**src/hw/rtl/uadac_pkg.sv**
```systemverilog
`timescale 1ns / 1ps
// ----------------------------------------------------------------------------
// uadac_pkg
// Shared types and constants for the address checker.
// ----------------------------------------------------------------------------
package uadac_pkg;

    localparam int LOCAL_LIMIT_DEFAULT  = 64;
    localparam int DOMAIN_LIMIT_DEFAULT = 253;
    localparam int LABEL_MAX            = 63;
    localparam int LABEL_W              = 6;

    localparam logic [7:0] CHAR_AT    = 8'h40;
    localparam logic [7:0] CHAR_DOT   = 8'h2e;
    localparam logic [7:0] CHAR_DASH  = 8'h2d;
    localparam logic [7:0] CHAR_UNDER = 8'h5f;
    localparam logic [7:0] CTRL_TOP   = 8'h20;
    localparam logic [7:0] CHAR_DEL   = 8'h7f;
    localparam logic [7:0] CASE_DELTA = 8'd32;

    typedef struct packed {
        logic [7:0] in_byte;
        logic       in_last;
    } in_item_t;

    typedef struct packed {
        logic [7:0] out_byte;
        logic       out_last;
        logic       address_valid;
    } out_item_t;

    typedef struct packed {
        logic is_ctrl;
        logic is_at;
        logic is_dot;
        logic is_dash;
        logic is_upper;
        logic local_ok;
        logic domain_ok;
    } byte_class_t;

endpackage

```
**src/hw/rtl/uadac_classify.sv**
```systemverilog
`timescale 1ns / 1ps
// ----------------------------------------------------------------------------
// uadac_classify
// Decodes one address byte into its character classes.
// ----------------------------------------------------------------------------
module uadac_classify
(
    input  logic [7:0]             data,
    output uadac_pkg::byte_class_t cls
);

    logic is_lower;
    logic is_upper;
    logic is_digit;
    logic is_alnum;

    always_comb
    begin
        is_lower = (data >= 8'h61) && (data <= 8'h7a);
        is_upper = (data >= 8'h41) && (data <= 8'h5a);
        is_digit = (data >= 8'h30) && (data <= 8'h39);
        is_alnum = is_lower || is_upper || is_digit;

        cls.is_ctrl   = (data <= uadac_pkg::CTRL_TOP) || (data == uadac_pkg::CHAR_DEL);
        cls.is_at     = (data == uadac_pkg::CHAR_AT);
        cls.is_dot    = (data == uadac_pkg::CHAR_DOT);
        cls.is_dash   = (data == uadac_pkg::CHAR_DASH);
        cls.is_upper  = is_upper;
        cls.domain_ok = is_alnum || cls.is_dash || (data == uadac_pkg::CHAR_UNDER);
        cls.local_ok  = cls.domain_ok || cls.is_dot;
    end

endmodule

```
**src/hw/rtl/uadac_scan.sv**
```systemverilog
`timescale 1ns / 1ps
// ----------------------------------------------------------------------------
// uadac_scan
// Per-address scan state, echo byte and verdict for the current item.
// ----------------------------------------------------------------------------
module uadac_scan
#(
    parameter int LOCAL_LIMIT  = uadac_pkg::LOCAL_LIMIT_DEFAULT,
    parameter int DOMAIN_LIMIT = uadac_pkg::DOMAIN_LIMIT_DEFAULT
)
(
    input  logic                 clk,
    input  logic                 rst_n,
    input  logic                 advance,
    input  uadac_pkg::in_item_t  item,
    output uadac_pkg::out_item_t result
);

    localparam int LCW = $clog2(LOCAL_LIMIT + 1);
    localparam int DCW = $clog2(DOMAIN_LIMIT + 1);
    localparam logic [LCW-1:0] LOCAL_LIM  = LCW'(LOCAL_LIMIT);
    localparam logic [DCW-1:0] DOMAIN_LIM = DCW'(DOMAIN_LIMIT);
    localparam logic [uadac_pkg::LABEL_W-1:0] LABEL_LIM =
        uadac_pkg::LABEL_W'(uadac_pkg::LABEL_MAX);

    uadac_pkg::byte_class_t cls;

    logic                          in_domain_part_reg, in_domain_part_next;
    logic [LCW-1:0]                local_count_reg, local_count_next;
    logic [DCW-1:0]                domain_count_reg, domain_count_next;
    logic [uadac_pkg::LABEL_W-1:0] label_count_reg, label_count_next;
    logic                          saw_domain_dot_reg, saw_domain_dot_next;
    logic                          prev_was_dot_reg, prev_was_dot_next;
    logic                          failed_reg, failed_next;

    logic [7:0] echo;
    logic       verdict;

    uadac_classify u_classify
    (
        .data (item.in_byte),
        .cls  (cls)
    );

    always_comb
    begin
        in_domain_part_next = in_domain_part_reg;
        local_count_next    = local_count_reg;
        domain_count_next   = domain_count_reg;
        label_count_next    = label_count_reg;
        saw_domain_dot_next = saw_domain_dot_reg;
        prev_was_dot_next   = prev_was_dot_reg;
        failed_next         = failed_reg | cls.is_ctrl;
        echo                = item.in_byte;

        if (!in_domain_part_reg)
        begin
            if (cls.is_at)
            begin
                if ((local_count_reg == '0) || prev_was_dot_reg)
                begin
                    failed_next = 1'b1;
                end
                in_domain_part_next = 1'b1;
                label_count_next    = '0;
            end
            else
            begin
                if (!cls.local_ok || (cls.is_dot && (local_count_reg == '0)))
                begin
                    failed_next = 1'b1;
                end
                if (local_count_reg >= LOCAL_LIM)
                begin
                    failed_next = 1'b1;
                end
                else
                begin
                    local_count_next = local_count_reg + LCW'(1);
                end
                prev_was_dot_next = cls.is_dot;
            end
        end
        else
        begin
            if (cls.is_upper)
            begin
                echo = item.in_byte + uadac_pkg::CASE_DELTA;
            end
            if (domain_count_reg >= DOMAIN_LIM)
            begin
                failed_next = 1'b1;
            end
            else
            begin
                domain_count_next = domain_count_reg + DCW'(1);
            end
            if (cls.is_dot)
            begin
                if (label_count_reg == '0)
                begin
                    failed_next = 1'b1;
                end
                label_count_next    = '0;
                saw_domain_dot_next = 1'b1;
            end
            else
            begin
                if (!cls.domain_ok || ((label_count_reg == '0) && cls.is_dash))
                begin
                    failed_next = 1'b1;
                end
                if (label_count_reg >= LABEL_LIM)
                begin
                    failed_next = 1'b1;
                end
                else
                begin
                    label_count_next = label_count_reg + uadac_pkg::LABEL_W'(1);
                end
            end
        end

        verdict = item.in_last && !failed_next && in_domain_part_next &&
                  (domain_count_next != '0) && (label_count_next != '0) &&
                  saw_domain_dot_next;

        // drop all state at the end of an address
        if (item.in_last)
        begin
            in_domain_part_next = 1'b0;
            local_count_next    = '0;
            domain_count_next   = '0;
            label_count_next    = '0;
            saw_domain_dot_next = 1'b0;
            prev_was_dot_next   = 1'b0;
            failed_next         = 1'b0;
        end

        result.out_byte      = echo;
        result.out_last      = item.in_last;
        result.address_valid = verdict;
    end

    always_ff @(posedge clk or negedge rst_n)
    begin
        if (!rst_n)
        begin
            in_domain_part_reg <= 1'b0;
            local_count_reg    <= '0;
            domain_count_reg   <= '0;
            label_count_reg    <= '0;
            saw_domain_dot_reg <= 1'b0;
            prev_was_dot_reg   <= 1'b0;
            failed_reg         <= 1'b0;
        end
        else if (advance)
        begin
            in_domain_part_reg <= in_domain_part_next;
            local_count_reg    <= local_count_next;
            domain_count_reg   <= domain_count_next;
            label_count_reg    <= label_count_next;
            saw_domain_dot_reg <= saw_domain_dot_next;
            prev_was_dot_reg   <= prev_was_dot_next;
            failed_reg         <= failed_next;
        end
    end

endmodule

```
**src/hw/rtl/user_at_domain_address_checker_unit.sv**
```systemverilog
`timescale 1ns / 1ps
// ----------------------------------------------------------------------------
// user_at_domain_address_checker_unit
// Streams a name@domain address one byte per item, echoes each byte
// (lower-cased after the '@') and gives the verdict on the last byte.
//
// Channels: src_valid/src_stall/src_item take input items (byte, last mark);
// dst_valid/dst_stall/dst_item deliver one result item per input item.
// An item moves when valid is high and stall is low at a rising edge.
// An accepted item passes through the input register and then the result
// register before dst_valid rises for it. Throughput: one item per cycle
// while dst_stall is low; the scan state is a handful of small counters and
// flags updated once per byte. Reset clears both pipeline valid flags and
// the scan state; the block then expects the first byte of a new address.
// The last-marked byte also returns the scan state to its reset value.
// While the receiver stalls, the result register holds, the input register
// fills and then src_stall rises.
// ----------------------------------------------------------------------------
module user_at_domain_address_checker_unit
#(
    parameter int LOCAL_LIMIT  = uadac_pkg::LOCAL_LIMIT_DEFAULT,
    parameter int DOMAIN_LIMIT = uadac_pkg::DOMAIN_LIMIT_DEFAULT
)
(
    input  logic                 clk,
    input  logic                 rst_n,
    input  logic                 src_valid,
    output logic                 src_stall,
    input  uadac_pkg::in_item_t  src_item,
    output logic                 dst_valid,
    input  logic                 dst_stall,
    output uadac_pkg::out_item_t dst_item
);

    logic                 hold_valid_reg;
    uadac_pkg::in_item_t  hold_item_reg;
    logic                 res_valid_reg;
    uadac_pkg::out_item_t res_item_reg;
    uadac_pkg::out_item_t scan_result;
    logic                 res_open;
    logic                 advance;
    logic                 src_take;

    assign res_open  = !res_valid_reg || !dst_stall;
    assign advance   = hold_valid_reg && res_open;
    assign src_stall = hold_valid_reg && !res_open;
    assign src_take  = src_valid && !src_stall;

    uadac_scan
    #(
        .LOCAL_LIMIT  (LOCAL_LIMIT),
        .DOMAIN_LIMIT (DOMAIN_LIMIT)
    )
    u_scan
    (
        .clk     (clk),
        .rst_n   (rst_n),
        .advance (advance),
        .item    (hold_item_reg),
        .result  (scan_result)
    );

    always_ff @(posedge clk or negedge rst_n)
    begin
        if (!rst_n)
        begin
            hold_valid_reg <= 1'b0;
            res_valid_reg  <= 1'b0;
        end
        else
        begin
            if (src_take)
            begin
                hold_valid_reg <= 1'b1;
            end
            else if (advance)
            begin
                hold_valid_reg <= 1'b0;
            end
            if (res_open)
            begin
                res_valid_reg <= advance;
            end
        end
    end

    always_ff @(posedge clk)
    begin
        if (src_take)
        begin
            hold_item_reg <= src_item;
        end
        if (advance)
        begin
            res_item_reg <= scan_result;
        end
    end

    assign dst_valid = res_valid_reg;
    assign dst_item  = res_item_reg;

endmodule
```
**config.mk**
```make
export PLATFORM = sky130hd
export DESIGN_NAME = user_at_domain_address_checker_unit
export DESIGN_NICKNAME = d
export VERILOG_FILES = /design/src/hw/rtl/uadac_pkg.sv /design/src/hw/rtl/uadac_classify.sv /design/src/hw/rtl/uadac_scan.sv /design/src/hw/rtl/user_at_domain_address_checker_unit.sv
export SDC_FILE = /design/constraint.sdc
export NUM_CORES = 1
export LEC_CHECK = 0
export ABC_AREA = 1
export BUFFER_PORTS_ARGS = -buffer_cell sky130_fd_sc_hd__clkbuf_2
export CAP_MARGIN = 25
export CORE_MARGIN = 8
export CORE_UTILIZATION = 55
export DETAILED_ROUTE_END_ITERATION = 12
export PLACE_DENSITY = 0.75
export SYNTH_ARGS = -nofsm -noshare
export SYNTH_HDL_FRONTEND = slang
export SYNTH_SLANG_ARGS = --single-unit
```
**constraint.sdc**
```tcl
create_clock -name clk -period 2.28 [get_ports clk]
set_clock_uncertainty 0.2 [all_clocks]
set_input_delay 0.228 -clock clk [delete_from_list [all_inputs] [get_ports clk]]
set_output_delay 0.228 -clock clk [all_outputs]
set_load 0.01 [all_outputs]
```
==> run metrics, run 1 <==
run status completed; Tcrit/Tclk final 92.0%; clock tree sinks 46; CP Class reg2reg; mean area per synthesized cell 7.82 µm²; crit-path most repeated cell nor2_1; Hold Crit Class in2reg; maximum clock rate 0.477 GHz; detailed-route DRC error count 0; synthesized instance count 356; aggregate global-route resource usage 16.9%; first-pass GRT wire length 10.3 mm; Crit-path slowest cell edfxtp_1; post-synthesis sequential area ratio 44.7%; Inserted Diodes 0; post-synth net total 379; final wirelength 6.20 mm; CP Data Required Time 2.13 ns; worst slew pin tran 0.729 ns; crit-path leading delay family flip-flops; final worst slack 0.182 ns; CP Capture Type flip-flop; Clock Root Buffer clkbuf_8; commonest non-fill, non-tap cell in the layout nand2_1; CTS max path bufs 2; CP startpoint kind flip-flop; Final Cell Area 3190 µm²; initial core utilization 55.6%; remaining global-route overflow 0; H-tree levels 2; clock-pin transition on the worst setup and hold timing paths 0.08 ns; synth warn 0; placed cell areas 2990 µm²; Cell Pwr Density 700 nW/µm²; Slew headroom 51.4%; iteration count of the initial detailed-routing pass 4; antenna-violating nets left 0; die height 87.2 µm; MaxCap Viol Count 0; cts bufs inserted 5; largest net degree at the start of global routing 28; CP bufs+invs 2; crit-path max cell delay 0.56 ns; num rows 26; # port buffers 24; DR WL/cell 13.2 µm; Vias 2,423; pre-CTS WS 0.226 ns; most frequent cells in the layout nand2_1, inv_1, nor2_1; vias in the first global route 2,236; area delta synth->final 14.6%; maximum vdd drop 0.458 mV; Pleak 1.54 nW; layout cell share with drive strength beyond 1 14.8%; DRT iter0 DRCs 207; Synth cell types 33; RSZ-0062 raised after global routing false; Fillers 456; Boundary Pins 25; Tmin final 2.10 ns; Final Hold Fails 0; die footprint 7600 µm²; final setup vio count 0; synthesized flop and latch total 46; Die W 87.2 µm; setup_tns 0 ns; max reg flops 10; Power, Total 2.23 mW; Synth Cell Area 2790 µm²; CP max FO 8; CTS tree built; register area 1250 µm²; CP arrival 1.95 ns; core area 5010 µm²; initial antenna violation count 0; Skew-Pair Late Insertion Delay 0.30 ns; Final #Nets 421; crit-path cells inv_1, ha_1, inv_1, nor2_1, nand3_1, a21oi_1, nor2_1, nand3_1, nand2_1, nand2_1, a21oi_1, nor2_1; count of pins over their slew limit 0; hpwl dp 4.50 mm; Vias/cell 5.17; Multi-input gate area 1330 µm²; RePlAce Congestion 0.934
==> cell families (layout without fill, tap and decap cells) <==
logic type / after synthesis / in the layout / synth area share, %
multiplexers: 1 / 1 / 0.359
buffers and inverters: 51 / 94 / 7.50
XOR/XNOR: 4 / 4 / 1.26
adder cells (fa/ha/maj): 10 / 10 / 4.49
flip-flops: 46 / 46 / 44.7
AO/OA/AOI/OAI: 43 / 43 / 8.85
AND/OR/NAND/NOR: 201 / 201 / 32.8
==> routing by layer <==
layer | track usage (%) | part of all wire, % | vias to the layer above
met2 | 27.9 | 46 | 68
met5 | 0 | 0 | -
met1 | 21.5 | 46 | 1120
met4 | 4.22 | 0.92 | 0
li1 | - | - | 1228
met3 | 4.34 | 6.7 | 7
==> final timing paths <==
check / startpoint / to / slack, ns / cells after the start
setup / recovery: hold_item_reg[7] / dst_item[0] / 0.18 / 12
min in group asynchronous: rst_n / u_scan.label_count_reg[5] / 0.31 / 2
max in group asynchronous: rst_n / u_scan.local_count_reg[5] / 1.09 / 2
setup reg to reg: hold_item_reg[7] / dst_item[0] / 0.18 / 12
hold / removal: src_valid / hold_valid_reg / 0.03 / 3
hold reg to reg: u_scan.failed_reg / u_scan.failed_reg / 0.29 / 2
==> power by group <==
part	internal (mW)	total (mW)	switching (mW)	leakage [nW]
clock network	0.248	0.509	0.261	0.0455
logic	0.239	0.654	0.415	0.947
registers	0.969	1.07	0.101	0.545
total	1.46	2.23	0.778	1.54
==> metrics by stage <==
| step | util [%] | std cells | hold WS [ns] |
|---|---|---|---|
| 6_report | 63.7 | 469 | 0.0321 |
| 3_5_place_dp | 59.6 | 449 | 0.113 |
| 2_1_floorplan | - | 356 | -0.268 |
| 4_1_cts | 63.4 | 467 | 0.0105 |
| 3_3_place_gp | 59.6 | 449 | 0.108 |
| 5_1_grt | 63.7 | 469 | 0.0308 |
==> layout make-up <==
cell class	instances	share of cell area (%)
inverters	46	5.41
well taps	70	2.74
multi-input cells	259	41.7
clock buffers	8	2.82
repair buffers	40	8.31
flip-flops and latches	46	39.0
==> worst reg2reg max path: cells and delay by family, from the launching register on <==
family | cells | cell delay, ns
AND/OR/NAND/NOR | 7 | 0.50
buffers and inverters | 2 | 0.18
adder cells (fa/ha/maj) | 1 | 0.20
flip-flops | 1 | 0.56
AO/OA/AOI/OAI | 2 | 0.22
==> Yosys cell counts, drive strengths merged <==
master | number | area share [%]
clkbuf | 1 | 0.13
o21bai | 1 | 0.40
a21o | 1 | 0.27
xnor2 | 1 | 0.31
inv | 46 | 6.2
edfxtp | 19 | 20
nand3 | 33 | 6.7
nor2 | 44 | 7.3
ha | 10 | 4.5
o22ai | 3 | 0.67
nand4 | 4 | 0.90
dfrtp | 27 | 24
nor3 | 6 | 1.5
a21oi | 12 | 2.2
mux2i | 1 | 0.36
o221ai | 1 | 0.31
a32o | 1 | 0.36
o21ai | 23 | 4.4
nand2 | 113 | 16
a21boi | 1 | 0.27
buf | 4 | 1.2
xor2 | 3 | 0.94
nand3b | 1 | 0.27
==> what timing repair did <==
| item | 4_1_cts | 5_1_grt |
|---|---|---|
| endpoints found under the setup margin | 0 | 1 |
| resized for setup | 0 | 1 |
| hold buffers | 10 | 0 |
| buffers inserted | 0 | 2 |
| endpoints found under the hold margin | 36 | 0 |
No activity file was read; power rests on OpenSTA's default activity.
==> run 2, diff against run 1 <==
--- a/config.mk
+++ b/config.mk
@@ -5,7 +5,7 @@
 export SDC_FILE = /design/constraint.sdc
 export NUM_CORES = 1
 export LEC_CHECK = 0
-export ABC_AREA = 1
+export ABC_AREA = 0
 export BUFFER_PORTS_ARGS = -buffer_cell sky130_fd_sc_hd__clkbuf_2
 export CAP_MARGIN = 25
 export CORE_MARGIN = 8
==> run metrics, run 2 <==
Tcrit/Tclk final 100%; MaxCap Viol Count 0; mean area per synthesized cell 9.72 µm²; Slew headroom 53.1%; post-synth net total 299; Post-synth EDFFs 19; RSZ-0062 raised after global routing true; remaining global-route overflow 0; commonest non-fill, non-tap cell in the layout buf_4; die footprint 7370 µm²; core area 4720 µm²; Tmin final 2.28 ns; top cell type's share of synthesized area 25.2%; crit-path max cell delay 0.49 ns; CP Data Required Time 2.23 ns; H-tree levels 2; Vias/cell 5.95; RePlAce Congestion 0.876; most frequent cells in the layout buf_4, dfrtp_1, clkbuf_2; Final #Nets 375; CP arrival 2.23 ns; # port buffers 24; area leader, netlist dfrtp_1; Synth Cell Area 2680 µm²; pre-CTS WS -0.0247 ns; Synth cell types 59; maximum clock rate 0.438 GHz; Final Hold Fails 0; failing checks setup timing; initial core utilization 56.8%; ys async rst share 58.7%; count of pins over their slew limit 0; num rows 25; post-synthesis sequential area ratio 46.4%; vias in the first global route 2,331; maximum vdd drop 0.671 mV; cts bufs inserted 5; largest net degree at the start of global routing 28; Pleak 1.53 nW; run status finished with violations; CP max FO 5; placed cell areas 3130 µm²; final worst slack -0.00350 ns; first-pass GRT wire length 10.7 mm; Final Cell Area 3500 µm²; crit-path leading delay family compound AO/OA/AOI/OAI gates; die height 85.9 µm; worst slew pin tran 0.703 ns; Cell Pwr Density 604 nW/µm²; register area 1250 µm²; Inserted Diodes 0; hpwl dp 4.42 mm; synth warn 0; Clock Root Buffer clkbuf_8; clock-pin transition on the worst setup and hold timing paths 0.09 ns; aggregate global-route resource usage 18.3%; Power, Total 2.11 mW; CTS max path bufs 2; Top FF cell, synth dfrtp_1; iteration count of the initial detailed-routing pass 5; synthesized instance count 276; Placed Cells 394; fin cells 420; dominant cell by count in the synthesized netlist dfrtp_1; initial antenna violation count 0; Boundary Pins 25; Hold WS 0.296 ns; antenna-violating nets left 0; clock tree sinks 46; CP bufs+invs 2; most frequent cells after synthesis dfrtp_1, nor2_1, o21ai_0, edfxtp_1; final wirelength 6.71 mm; main area contributors after synthesis dfrtp_1, edfxtp_1, ha_1; CP Class reg2reg; synthesized flop and latch total 46; layout cell share with drive strength beyond 1 29.5%; max reg flops 10; Die W 85.9 µm; CP startpoint kind flip-flop; final setup vio count 1; Hold Crit Class in2async; crit-path cells buf_6, buf_4, nor2_1, a32oi_1, a211oi_1, nor4b_2, a311o_2, a211oi_2; DRT iter0 DRCs 218; Multi-input gate area 1400 µm²; Fillers 317; detailed-route DRC error count 0; CP Capture Type flip-flop; Vias 2,500; Crit-path slowest cell edfxtp_1; area delta synth->final 30.3%; Skew-Pair Late Insertion Delay 0.30 ns; CTS tree built; DR WL/cell 16.0 µm
-- run 2: repair_timing --
item,4_1_cts,5_1_grt
endpoints found under the hold margin,38,0
setup buffers,1,4
pin swaps,4,11
setup endpoints to repair,1,2
resized for setup,3,18
cloned,0,1
hold buffers,12,0
-- run 2: stage by stage --
stage / util [%] / setup TNS (ns)
after floorplan: - / 0
after global placement: 66.3 / -0.0121
after detailed placement: 66.3 / -0.0247
after CTS: 71.5 / 0
after global routing: 74.1 / -0.188
final: 74.1 / -0.00350
-- run 2: cell families after synthesis --
family	after synthesis	share of synthesized area [%]
AOI/OAI and AO/OA	93	23.6
xor gates and xnor gates	4	1.31
adders and majority gates	10	4.66
buffers and inverters	26	4.48
DFF	46	46.4
and+or+nand+nor	97	19.5
-- run 2: report_power, final --
part / internal (mW) / total [mW] / switching [mW]
clock: 0.326 / 0.605 / 0.279
combinational: 0.228 / 0.488 / 0.261
sequential: 0.945 / 1.02 / 0.0737
-- run 2: routing by layer --
metal	share of wire, %	track usage, %
met2	49	31.0
met4	1.4	5.57
met1	43	22.2
met3	6.3	4.58
met5	0	0
-- run 2: final timing paths --
path | from | endpoint | slack, ns | cells past startpoint
worst max-delay path | hold_item_reg[3] | dst_item[0] | -0.003 | 8
worst min register to register | hold_valid_reg | dst_valid | 0.33 | 1
min in group clk | hold_valid_reg | dst_valid | 0.33 | 1
worst min-delay path | rst_n | u_scan.label_count_reg[0] | 0.30 | 2
worst max register to register | hold_item_reg[3] | dst_item[0] | -0.003 | 8
max in group asynchronous | rst_n | u_scan.local_count_reg[2] | 1.14 | 2
-- run 2: final cells by class --
type | instances | area share [%]
repair buffers | 85 | 17.7
multi-input cells | 204 | 39.9
clock inverters | 3 | 1.29
flip-flops and latches | 46 | 35.6
inverters | 10 | 1.07
clock buffers | 5 | 1.97
well taps | 67 | 2.40
==> run 3, diff against run 2 <==
--- a/config.mk
+++ b/config.mk
@@ -9,9 +9,9 @@
 export BUFFER_PORTS_ARGS = -buffer_cell sky130_fd_sc_hd__clkbuf_2
 export CAP_MARGIN = 25
 export CORE_MARGIN = 8
-export CORE_UTILIZATION = 55
+export CORE_UTILIZATION = 44
 export DETAILED_ROUTE_END_ITERATION = 12
-export PLACE_DENSITY = 0.75
+export MAX_ROUTING_LAYER = met4
 export SYNTH_ARGS = -nofsm -noshare
 export SYNTH_HDL_FRONTEND = slang
 export SYNTH_SLANG_ARGS = --single-unit
==> run metrics, run 3 (same netlist as run 2, synthesis figures left out) <==
H-tree levels 2; clock tree sinks 46; setup_tns -0.0236 ns; CP Class reg2reg; Final Hold Fails 0; CTS tree built; iteration count of the initial detailed-routing pass 4; Vias/cell 5.68; layout cell share with drive strength beyond 1 28.7%; run status finished with violations; DR WL/cell 15.5 µm; crit-path leading delay family compound AO/OA/AOI/OAI gates; max reg flops 10; Boundary Pins 25; final setup vio count 1; Sequential Power Share 49.2%; crit-path max cell delay 0.57 ns; hpwl dp 4.77 mm; cts bufs inserted 5; first-pass GRT wire length 11.1 mm; Die W 94.1 µm; Comb power frac 24.4%; P_sw 0.637 mW; CP Capture Type flip-flop; Final #Nets 377; CP bufs+invs 0; Tmin final 2.30 ns; MaxCap Viol Count 0; initial core utilization 45.3%; Multi-input gate area 1370 µm²; CP arrival 2.24 ns; Tcrit/Tclk final 101%; Fillers 519; Cell Pwr Density 587 nW/µm²; Crit-path slowest cell or4_4; detailed-route DRC error count 0; vias in the first global route 2,304; Int Power 1.41 mW; CP Data Required Time 2.22 ns; antenna-violating nets left 0; switching power share of the total 31.1%; CP startpoint kind flip-flop; RSZ-0062 raised after global routing true; crit-path cells or4_4, o21ai_2, o2111a_1, nor4b_2, a311o_2, a211oi_2; initial antenna violation count 0; Clock Root Buffer clkbuf_8; die footprint 8850 µm²; # port buffers 24; remaining global-route overflow 0; core area 5920 µm²; CTS max path bufs 2; CP max FO 4; die height 94.1 µm; Hold Crit Class in2async; maximum clock rate 0.434 GHz; Inserted Diodes 0; aggregate global-route resource usage 16.0%; DRT iter0 DRCs 189; clock-pin transition on the worst setup and hold timing paths 0.10 ns; largest net degree at the start of global routing 28; Pleak 1.54 nW; Clk pwr share 26.4%; maximum vdd drop 0.471 mV; commonest non-fill, non-tap cell in the layout buf_4; most frequent cells in the layout buf_4, dfrtp_1, clkbuf_2; final worst slack -0.0236 ns; Slew headroom 51.8%; final wirelength 6.66 mm; Skew-Pair Late Insertion Delay 0.30 ns; Vias 2,442; count of pins over their slew limit 0; Finished Core Util 58.9%; worst slew pin tran 0.723 ns; area delta synth->final 30.0%; num rows 28; RePlAce Congestion 0.833; register area 1250 µm²; failing checks setup timing
-- run 3: cell types whose count changed in the layout (fill, tap and decap cells not counted), moves of 2 or more --
cell | previous run | this run
buf_4 | 46 | 49
inv_6 | 0 | 3
a211oi_1 | 3 | 1
a211oi_2 | 1 | 3
buf_12 | 0 | 2
buf_6 | 2 | 0
clkinvlp_4 | 2 | 0
nor2b_1 | 1 | 3
-- run 3: power groups by stage --
stage | logic [mW] | clock network, mW | registers [mW]
CTS | 0.495 | 0.557 | 1.01
finish | 0.499 | 0.541 | 1.01
global placement | 0.460 | 0 | 1.02
detailed placement | 0.470 | 0 | 1.02
global route | 0.561 | 0.594 | 1.02
floorplan | 0.262 | 0 | 1.03
-- run 3: final timing paths --
path,from,end,slack (ns),cells past startpoint
max,hold_item_reg[4],dst_item[0],-0.02,6
min,rst_n,u_scan.label_count_reg[1],0.30,2
max reg2reg,hold_item_reg[4],dst_item[0],-0.02,6
min reg2reg,hold_valid_reg,dst_valid,0.32,1
max in group asynchronous,rst_n,u_scan.domain_count_reg[5],1.11,2
min in group clk,hold_valid_reg,dst_valid,0.32,1
-- run 3: area by class of cell --
| cell class | instances | share of cell area [%] |
|---|---|---|
| clock buffer | 5 | 1.97 |
| clock inverter | 3 | 0.753 |
| inverter | 10 | 1.08 |
| multi-input combinational | 204 | 39.2 |
| sequential | 46 | 35.7 |
| tap | 75 | 2.69 |
| timing repair buffer | 87 | 18.6 |
-- run 3: worst register-to-register path, stage by stage, from the launching register on --
cell      delay [ns]
edfxtp_1        0.45
or4_4           0.57
o21ai_2         0.12
o2111a_1        0.22
nor4b_2         0.05
a311o_2         0.33
a211oi_2        0.20
-- run 3: repair_timing --
action                                  CTS  global route
resized for setup                         3            10
endpoints found under the setup margin    3             4
hold buffers                             12             0
pin swaps                                 2             4
cloned                                    0             0
buffers inserted                          0             1
hold endpoints to repair                 38             0
-- run 3: metal layers --
layer | part of all wire [%] | up-vias | GRT usage, %
met5 | 0 | - | -
met2 | 49 | 48 | 26.4
met1 | 47 | 1181 | 20.0
met4 | 0.59 | 0 | 3.17
li1 | - | 1209 | -
met3 | 3.5 | 4 | 2.80
-- run 3: through the flow --
step	setup WS (ns)	std cells	cell area, µm²	power [mW]	hold WS (ns)
final	-0.0236	430	3490	2.05	0.297
after global placement	-0.00816	409	3220	1.48	0.112
after global routing	-0.140	430	3490	2.17	0.358
after detailed placement	-0.0667	409	3220	1.49	0.126
after CTS	0.00463	429	3440	2.06	0.325
after floorplan	0.0142	276	2690	1.29	-0.268
